<file path="src/hw/rtl/gva_pkg.sv">
// Shared types and constants for the grouped variance accumulator.
`timescale 1ns / 1ps

package gva_pkg;

  localparam logic [1:0]  CFG_SKIP_MISSING  = 2'd0;
  localparam logic [1:0]  CFG_GIVE_STD_DEV  = 2'd1;
  localparam logic [1:0]  CFG_USE_WEIGHTS   = 2'd2;
  localparam logic [1:0]  CFG_STABLE_UPDATE = 2'd3;

  localparam logic        REQ_SAMPLE  = 1'b0;
  localparam logic        REQ_READOUT = 1'b1;

  localparam logic [31:0] ONE_Q16   = 32'h0001_0000;
  localparam logic [47:0] WT_MAX    = 48'hFFFF_FFFF_FFFF;
  localparam logic [47:0] STAT_MAX  = 48'h7FFF_FFFF_FFFF;
  localparam logic [47:0] STAT_MIN  = 48'h8000_0000_0000;

  typedef enum logic [1:0] {
    AOP_MUL,
    AOP_DIV,
    AOP_SQRT
  } arith_op_t;

  typedef enum logic [1:0] {
    SH_16,
    SH_32,
    SH_48
  } shift_t;

  typedef enum logic [1:0] {
    AR_IDLE,
    AR_MUL,
    AR_DIV,
    AR_SQRT
  } arith_state_t;

  typedef enum logic [4:0] {
    SQ_CLEAR,
    SQ_IDLE,
    SQ_FETCH,
    SQ_DECIDE,
    SQ_RATIO,
    SQ_STEP,
    SQ_DE,
    SQ_TERM,
    SQ_WX,
    SQ_XX,
    SQ_WXX,
    SQ_M32,
    SQ_C1,
    SQ_CORR,
    SQ_QUOT,
    SQ_SQRT,
    SQ_WRITE,
    SQ_RESULT
  } seq_state_t;

  typedef struct packed {
    logic      start;
    arith_op_t op;
    shift_t    sh;
  } arith_ctl_t;

  typedef struct packed {
    logic               skip_missing;
    logic               give_std_dev;
    logic               use_weights;
    logic               stable_update;
  } cfg_t;

  typedef struct packed {
    logic        [47:0] wt;
    logic signed [47:0] mean;
    logic        [63:0] spread;
    logic signed [63:0] sum;
    logic               seen;
    logic               poisoned;
  } entry_t;

  typedef struct packed {
    logic        [5:0]  group;
    logic signed [47:0] stat;
    logic               na;
  } result_t;

endpackage

</file>
<file path="src/hw/rtl/gva_arith.sv">
// Shared iterative unit: 64x64 multiply with shift, radix-2 divide, integer square root.
`timescale 1ns / 1ps

module gva_arith (
  input  logic                clk,
  input  logic                rst,
  input  gva_pkg::arith_ctl_t ctl,
  input  logic [63:0]         a,
  input  logic [63:0]         b,
  output logic [63:0]         y,
  output logic                done
);

  localparam logic [6:0]  MUL_LAST   = 7'd5;
  localparam logic [6:0]  MUL_PARTS  = 7'd4;
  localparam logic [6:0]  DIV_LEN_16 = 7'd80;
  localparam logic [6:0]  DIV_LEN_32 = 7'd96;
  localparam logic [6:0]  SQRT_ITERS = 7'd32;
  localparam logic [63:0] SQRT_TOP   = 64'h4000_0000_0000_0000;

  gva_pkg::arith_state_t state, state_next;
  gva_pkg::shift_t       sh;

  logic [63:0]  opa, opb, r, q, pp, bitm;
  logic [127:0] acc, pp_sh;
  logic [6:0]   cnt, div_len;
  logic [1:0]   ofs;
  logic         sat;
  logic [31:0]  mul_a, mul_b;
  logic [63:0]  mul_y, r_sh, tsum;
  logic         ge;

  assign mul_a   = cnt[0] ? opa[63:32] : opa[31:0];
  assign mul_b   = cnt[1] ? opb[63:32] : opb[31:0];
  assign div_len = (sh == gva_pkg::SH_16) ? DIV_LEN_16 : DIV_LEN_32;
  assign r_sh    = {r[62:0], opa[63]};
  assign ge      = (r_sh >= opb);
  assign tsum    = q + bitm;

  always_comb begin
    case (ofs)
      2'd0:    pp_sh = {64'b0, pp};
      2'd1:    pp_sh = {32'b0, pp, 32'b0};
      default: pp_sh = {pp, 64'b0};
    endcase
  end

  // keep floor(prod / 2^sh), all ones when it does not fit in 64 bits
  always_comb begin
    case (sh)
      gva_pkg::SH_16: mul_y = (acc[127:80] != '0) ? '1 : acc[79:16];
      gva_pkg::SH_32: mul_y = (acc[127:96] != '0) ? '1 : acc[95:32];
      default:        mul_y = (acc[127:112] != '0) ? '1 : acc[111:48];
    endcase
  end

  always_ff @(posedge clk) begin
    if (rst) begin
      state <= gva_pkg::AR_IDLE;
    end else begin
      state <= state_next;
    end
  end

  always_comb begin
    state_next = state;
    done       = 1'b0;
    y          = '0;
    case (state)
      gva_pkg::AR_IDLE: begin
        if (ctl.start) begin
          case (ctl.op)
            gva_pkg::AOP_MUL:  state_next = gva_pkg::AR_MUL;
            gva_pkg::AOP_DIV:  state_next = gva_pkg::AR_DIV;
            gva_pkg::AOP_SQRT: state_next = gva_pkg::AR_SQRT;
            default:           state_next = gva_pkg::AR_IDLE;
          endcase
        end
      end
      gva_pkg::AR_MUL: begin
        if (cnt == MUL_LAST) begin
          done       = 1'b1;
          y          = mul_y;
          state_next = gva_pkg::AR_IDLE;
        end
      end
      gva_pkg::AR_DIV: begin
        if (cnt == div_len) begin
          done       = 1'b1;
          y          = sat ? '1 : q;
          state_next = gva_pkg::AR_IDLE;
        end
      end
      gva_pkg::AR_SQRT: begin
        if (cnt == SQRT_ITERS) begin
          done       = 1'b1;
          y          = q;
          state_next = gva_pkg::AR_IDLE;
        end
      end
      default: state_next = gva_pkg::AR_IDLE;
    endcase
  end

  always_ff @(posedge clk) begin
    case (state)
      gva_pkg::AR_IDLE: begin
        if (ctl.start) begin
          opa  <= a;
          opb  <= b;
          sh   <= ctl.sh;
          cnt  <= '0;
          acc  <= '0;
          q    <= '0;
          r    <= (ctl.op == gva_pkg::AOP_SQRT) ? a : '0;
          sat  <= (b == '0) || b[63];
          bitm <= SQRT_TOP;
        end
      end
      gva_pkg::AR_MUL: begin
        if (cnt != MUL_LAST) begin
          if (cnt < MUL_PARTS) begin
            pp  <= 64'(mul_a) * 64'(mul_b);
            ofs <= 2'(cnt[0]) + 2'(cnt[1]);
          end
          if (cnt != 7'd0) begin
            acc <= acc + pp_sh;
          end
          cnt <= cnt + 7'd1;
        end
      end
      gva_pkg::AR_DIV: begin
        if (cnt != div_len) begin
          if (q[63]) begin
            sat <= 1'b1;
          end
          q   <= {q[62:0], ge};
          r   <= ge ? (r_sh - opb) : r_sh;
          opa <= {opa[62:0], 1'b0};
          cnt <= cnt + 7'd1;
        end
      end
      gva_pkg::AR_SQRT: begin
        if (cnt != SQRT_ITERS) begin
          if (r >= tsum) begin
            r <= r - tsum;
            q <= {1'b0, q[63:1]} + bitm;
          end else begin
            q <= {1'b0, q[63:1]};
          end
          bitm <= {2'b0, bitm[63:2]};
          cnt  <= cnt + 7'd1;
        end
      end
      default: ;
    endcase
  end

endmodule

</file>
<file path="config.mk">
export PLATFORM = sky130hd
export DESIGN_NAME = gva_arith
export DESIGN_NICKNAME = d
export VERILOG_FILES = /design/src/hw/rtl/gva_pkg.sv /design/src/hw/rtl/gva_arith.sv
export SDC_FILE = /design/constraint.sdc
export NUM_CORES = 2
export LEC_CHECK = 0
export ABC_AREA = 1
export BUFFER_PORTS_ARGS = -buffer_cell sky130_fd_sc_hd__buf_2
export CORE_MARGIN = 2
export CORE_UTILIZATION = 36
export CTS_CLUSTER_SIZE = 10
export DETAILED_ROUTE_END_ITERATION = 10
export GPL_TIMING_DRIVEN = 0
export SYNTH_ARGS = -nofsm -noshare
export SYNTH_HDL_FRONTEND = slang
export SYNTH_SLANG_ARGS = --single-unit
</file>
<file path="constraint.sdc">
create_clock -name clk -period 11.38 [get_ports clk]
set_clock_uncertainty 0.2 [all_clocks]
set_input_delay 1.138 -clock clk [delete_from_list [all_inputs] [get_ports clk]]
set_output_delay 1.138 -clock clk [all_outputs]
set_load 0.1 [all_outputs]
</file>
## Yosys cells after proc, flatten, opt, wreduce, memory -nomap -nowiden

Index checks and enable logic that the tools add are counted.

| cells by class | value |
|---|---|
| $add $sub $neg | 7 |
| mux-type cells | 54 |
| reductions and logical operators | 24 |
| $mul | 1 |
| eq/ne operators | 23 |
| $lt $le $gt $ge | 3 |

Operator list:

| operator | count |
|---|---|
| 2-to-1 mux 64 bit | 21 |
| one-hot mux 64 bit (3 select lines) | 3 |
| one-hot mux 128 bit (2 select lines) | 2 |
| 2-to-1 mux 128 bit | 3 |
| one-hot mux 64 bit (2 select lines) | 3 |
| adder 128 bit | 1 |
| >= comparator 64 bit | 2 |
| subtractor 64 bit | 2 |
| adder 63 x 64 -> 64 bit | 1 |
| adder 64 bit | 1 |
| logical NOT 64 bit | 1 |
| multiplier 32 x 32 -> 64 bit | 1 |
| 2-to-1 mux 32 bit | 2 |
| nonzero test 48 bit | 1 |
| nonzero test 32 bit | 1 |
| 2-to-1 mux 7 bit | 4 |
| one-hot mux 7 bit (4 select lines) | 1 |
| != test 2 bit, second input constant | 10 |
| AND reduction 4 bit | 5 |
| nonzero test 16 bit | 1 |
| AND reduction 3 bit | 3 |
| equality test 2 x 1 -> 1 bit, second input constant | 4 |
| logical NOT 2 bit | 4 |
| 2-to-1 mux 2 bit | 4 |
| other kinds (22) | 31 |

| storage, ports and cells | value |
|---|---|
| logic and storage cells | 124 |
| output and inout port bits | 65 |
| bits in registers | 526 |

## Longest topological paths before layout

| logic depth | value |
|---|---|
| depth in word-level cells | 6 |
| depth in mapped cells | 35 |
| mapped depth without buffers | 33 |

## Least setup slack after synthesis

OpenSTA, ideal clock, no wires.

| path | value |
|---|---|
| path type | input to register |
| from | in ctl[4] in the netlist's numbering |
| to | reg acc[0] (enable) |
| library setup time | 0.657 ns |
| stages | 4 |
| path slack | -0.075 ns |
| path buffers | 0 |
| arrival | 10.597 ns |
| cells stage by stage | inv_1 > nor2_1 > inv_1 > a21oi_1 |

| on the way | value |
|---|---|
| word-level cells in the longest chain between the ends | 2 |

RTL lines:

| element | RTL line | text |
|---|---|---|
| from (decl) | gva_arith.sv:7 | `input gva_pkg::arith_ctl_t ctl,` |
| != test 2 bit (no source line) | n/a |  |
| AND reduction 4 bit (no source line) | n/a |  |
| to (signal assigned) | gva_arith.sv:127 | `acc <= acc + pp_sh;` |
| to (decl) | gva_arith.sv:25 | `logic [127:0] acc, pp_sh;` |

Every way passes these cells.
A chain may end at the register's enable or synchronous reset.

## Worst setup path after layout

| path | value |
|---|---|
| from | reg cnt[1] |
| to | reg pp[39] (data pin) |

| on the way | value |
|---|---|
| word-level cells in the longest chain between the ends | 2 |

RTL lines:

| element | RTL line | text |
|---|---|---|
| from (decl) | gva_arith.sv:26 | `logic [6:0] cnt, div_len;` |
| from (signal assigned) | gva_arith.sv:129 | `cnt <= cnt + 7'd1;` |
| from (signal assigned) | gva_arith.sv:140 | `cnt <= cnt + 7'd1;` |
| from (signal assigned) | gva_arith.sv:152 | `cnt <= cnt + 7'd1;` |
| 2-to-1 mux 32 bit | gva_arith.sv:34 | `assign mul_b = cnt[1] ? opb[63:32] : opb[31:0];` |
| multiplier 32 x 32 -> 64 bit | gva_arith.sv:123 | `pp <= 64'(mul_a) * 64'(mul_b);` |
| to (signal assigned) | gva_arith.sv:123 |  |
| to (decl) | gva_arith.sv:24 | `logic [63:0] opa, opb, r, q, pp, bitm;` |

Every way passes these cells.

==> impl_metrics.env <==
export IMPL_status="finished with violations"
export IMPL_violations="max-capacitance violations, max-slew violations"
export IMPL_async_flop_share_pct=0
export IMPL_fin_util_pct=39.4
export IMPL_firstDrtPassIters=6
export IMPL_cts_buffer_depth=3
export IMPL_grt_overflow=0
export IMPL_io_buffers=199
export IMPL_max_cap_violations=4
export IMPL_cp_end_kind="register"
export IMPL_yosysSeqAreaShare_pct=16.5
export IMPL_netlist_top_cells_area="fa_1 20%, nand2_1 18%, edfxtp_1 16%"
export IMPL_routed_wl_um=465000
export IMPL_yosys_register_bits=494
export IMPL_ff_latch_area_mm2=0.0148
export IMPL_cts_sinks=494
export IMPL_crit_family="adder cells"
export IMPL_gp_congestion=1.11
export IMPL_holdWs_ns=0.347
export IMPL_synth_top_area_cell="fa_1"
export IMPL_clock_latency_ns=0.75
export IMPL_cts_resized=0
export IMPL_layout_drive_gt1_share_pct=3.47
export IMPL_fillCellCount=27500
export IMPL_vias_per_cell=5.36
export IMPL_tightest_slew_ns=1.65
export IMPL_clk_pin_slew_worst_paths_ns=0.06
export IMPL_final_setup_tns_ns=0
export IMPL_cp_max_fo=10
export IMPL_cts_tree="built"
export IMPL_numCtsBuffers=71
export IMPL_routedWlPerCell_um=26.6
export IMPL_io_pins=200
export IMPL_critPathBufInv=6
export IMPL_drv_slew=40
export IMPL_path_class="reg -> reg"
export IMPL_avgSynthCellArea_um2=6.50
export IMPL_synth_top_area_share_pct=20.0
export IMPL_fp_dieH_um=503
export IMPL_netlist_top_cells_count="4207 x nand2_1, 2952 x inv_1, 1676 x nor2_1"
export IMPL_place_hpwl_um=400000
export IMPL_hp_class="reg -> reg"
export IMPL_finalSetupViolCount=0
export IMPL_dieArea_mm2=0.253
export IMPL_worstPathArrival_ns=11.52
export IMPL_slew_headroom_pct=-10.3
export IMPL_r2r_setup_slack_ns=0.1
export IMPL_cp_slowest_cell="clkbuf_1"
export IMPL_worst_slack_ns=0.0962
export IMPL_grt_max_degree=65
export IMPL_vias=93900
export IMPL_finalCriticalPeriod_ns=11.28
export IMPL_nets=15800
export IMPL_grt_usage_pct=36.1
export IMPL_coreArea_mm2=0.248
export IMPL_grt_pass1_wl_um=647000
export IMPL_syn_num_nets=15400
export IMPL_postSynthCellCount=13800
export IMPL_synthesis_area_mm2=0.0898
export IMPL_drcViolationCount=0
export IMPL_rsz0062_at_grt="no"
export IMPL_area_growth_pct=9.08
export IMPL_cts_max_level=3
export IMPL_num_rows=183
export IMPL_start_util_pct=36.1
export IMPL_synth_warnings=0
export IMPL_place_ws_ns=0.631
export IMPL_synth_main_ff_cell="edfxtp_1"
export IMPL_ant_nets=0
export IMPL_die_x_um=503
export IMPL_post_cts_buffers=0
export IMPL_antenna_found_initial=14
export IMPL_drtIter0Drc=11400
export IMPL_cts_root_buf="clkbuf_16"
export IMPL_synth_cell_types=54
export IMPL_yosysMostFrequentCell="nand2_1"
export IMPL_grt_pass1_vias=88600
export IMPL_critPathMostFrequentCell="fa_1"
export IMPL_hold_viol=0
export IMPL_worstSetupStartpointType="register"
export IMPL_max_freq_mhz=88.6
export IMPL_multiInputGateArea_mm2=0.0623
export IMPL_hold_buffers=0
export IMPL_slowest_delay_ns=1.17
export IMPL_synth_edff_count=492
export IMPL_cp_required_ns=11.61
export IMPL_fin_crit_sh_pct=99.2
worst paths after layout:
kind              to  cells past startpoint    start
max           pp[39]                     25   cnt[1]
min          opa[18]                      2  opa[17]
max reg2reg   pp[39]                     25   cnt[1]
min reg2reg  opa[18]                      2  opa[17]
cell usage in the layout (no fill, tap or decap), types with 87 or more instances in the layout:
cell type / synthesis / routed
ha_1: 589 / 589
nand2_1: 4207 / 4205
a21oi_1: 600 / 599
nand3b_1: 91 / 91
nor2_1: 1676 / 1675
nand3_1: 700 / 700
inv_1: 2952 / 2951
xor2_1: 89 / 89
edfxtp_1: 492 / 492
o21ai_0: 394 / 388
buf_2: 40 / 239
nor3_1: 88 / 87
fa_1: 899 / 899
nand4_1: 115 / 115
clkbuf_1: 275 / 287
kinds of logic after synthesis:
family	count (synthesis)	share of synthesized area, %
AOI/OAI and AO/OA	1319	7.98
buffers and inverters	3346	14.2
xor gates and xnor gates	164	1.60
and+or+nand+nor	7007	31.5
DFF	494	16.5
adders and majority gates	1488	28.2
layer usage:
| layer | wire [um] | part of all wire (%) | GRT usage (%) |
|---|---|---|---|
| met3 | 51200 | 11 | 8.58 |
| met1 | 190000 | 41 | 48.4 |
| met4 | 33400 | 7.2 | 21.6 |
| met2 | 191000 | 41 | 52.6 |
| met5 | 68 | 0.015 | 0 |
flip-flops by register name (all words and copies together) (netlist names):
name,flops
acc,128
bitm,32
cnt,7
ofs,2
opa,64
opb,64
pp,64
q,64
r,64
sat,1
sh,2
state,2
metrics by stage:
| stage | cells | area [um2] |
|---|---|---|
| 3_3_place_gp | 17300 | 95000 |
| 6_report | 17500 | 97900 |
| 4_1_cts | 17500 | 97900 |
| 2_1_floorplan | 13800 | 89800 |
| 3_5_place_dp | 17400 | 95600 |
| 5_1_grt | 17500 | 97900 |
tightest hold or removal path, delay by kind of cell, from the launching register on:
kind | cells | cell delay [ns]
DFF | 1 | 0.34
and+or+nand+nor | 2 | 0.11
final cells by class:
class                      count  area share, %
buffer                       354           1.53
sequential                   494           15.1
timing repair buffer         237           1.58
tap                         3330           4.25
inverter                    2992           11.5
multi-input combinational   9978           63.7
antenna                        9         0.0230
clock inverter                33          0.419
clock buffer                  88           1.94
Power is left out: the tool's default activity adds up to more than one toggle a clock period on the data nets, which glitch-free logic cannot reach.
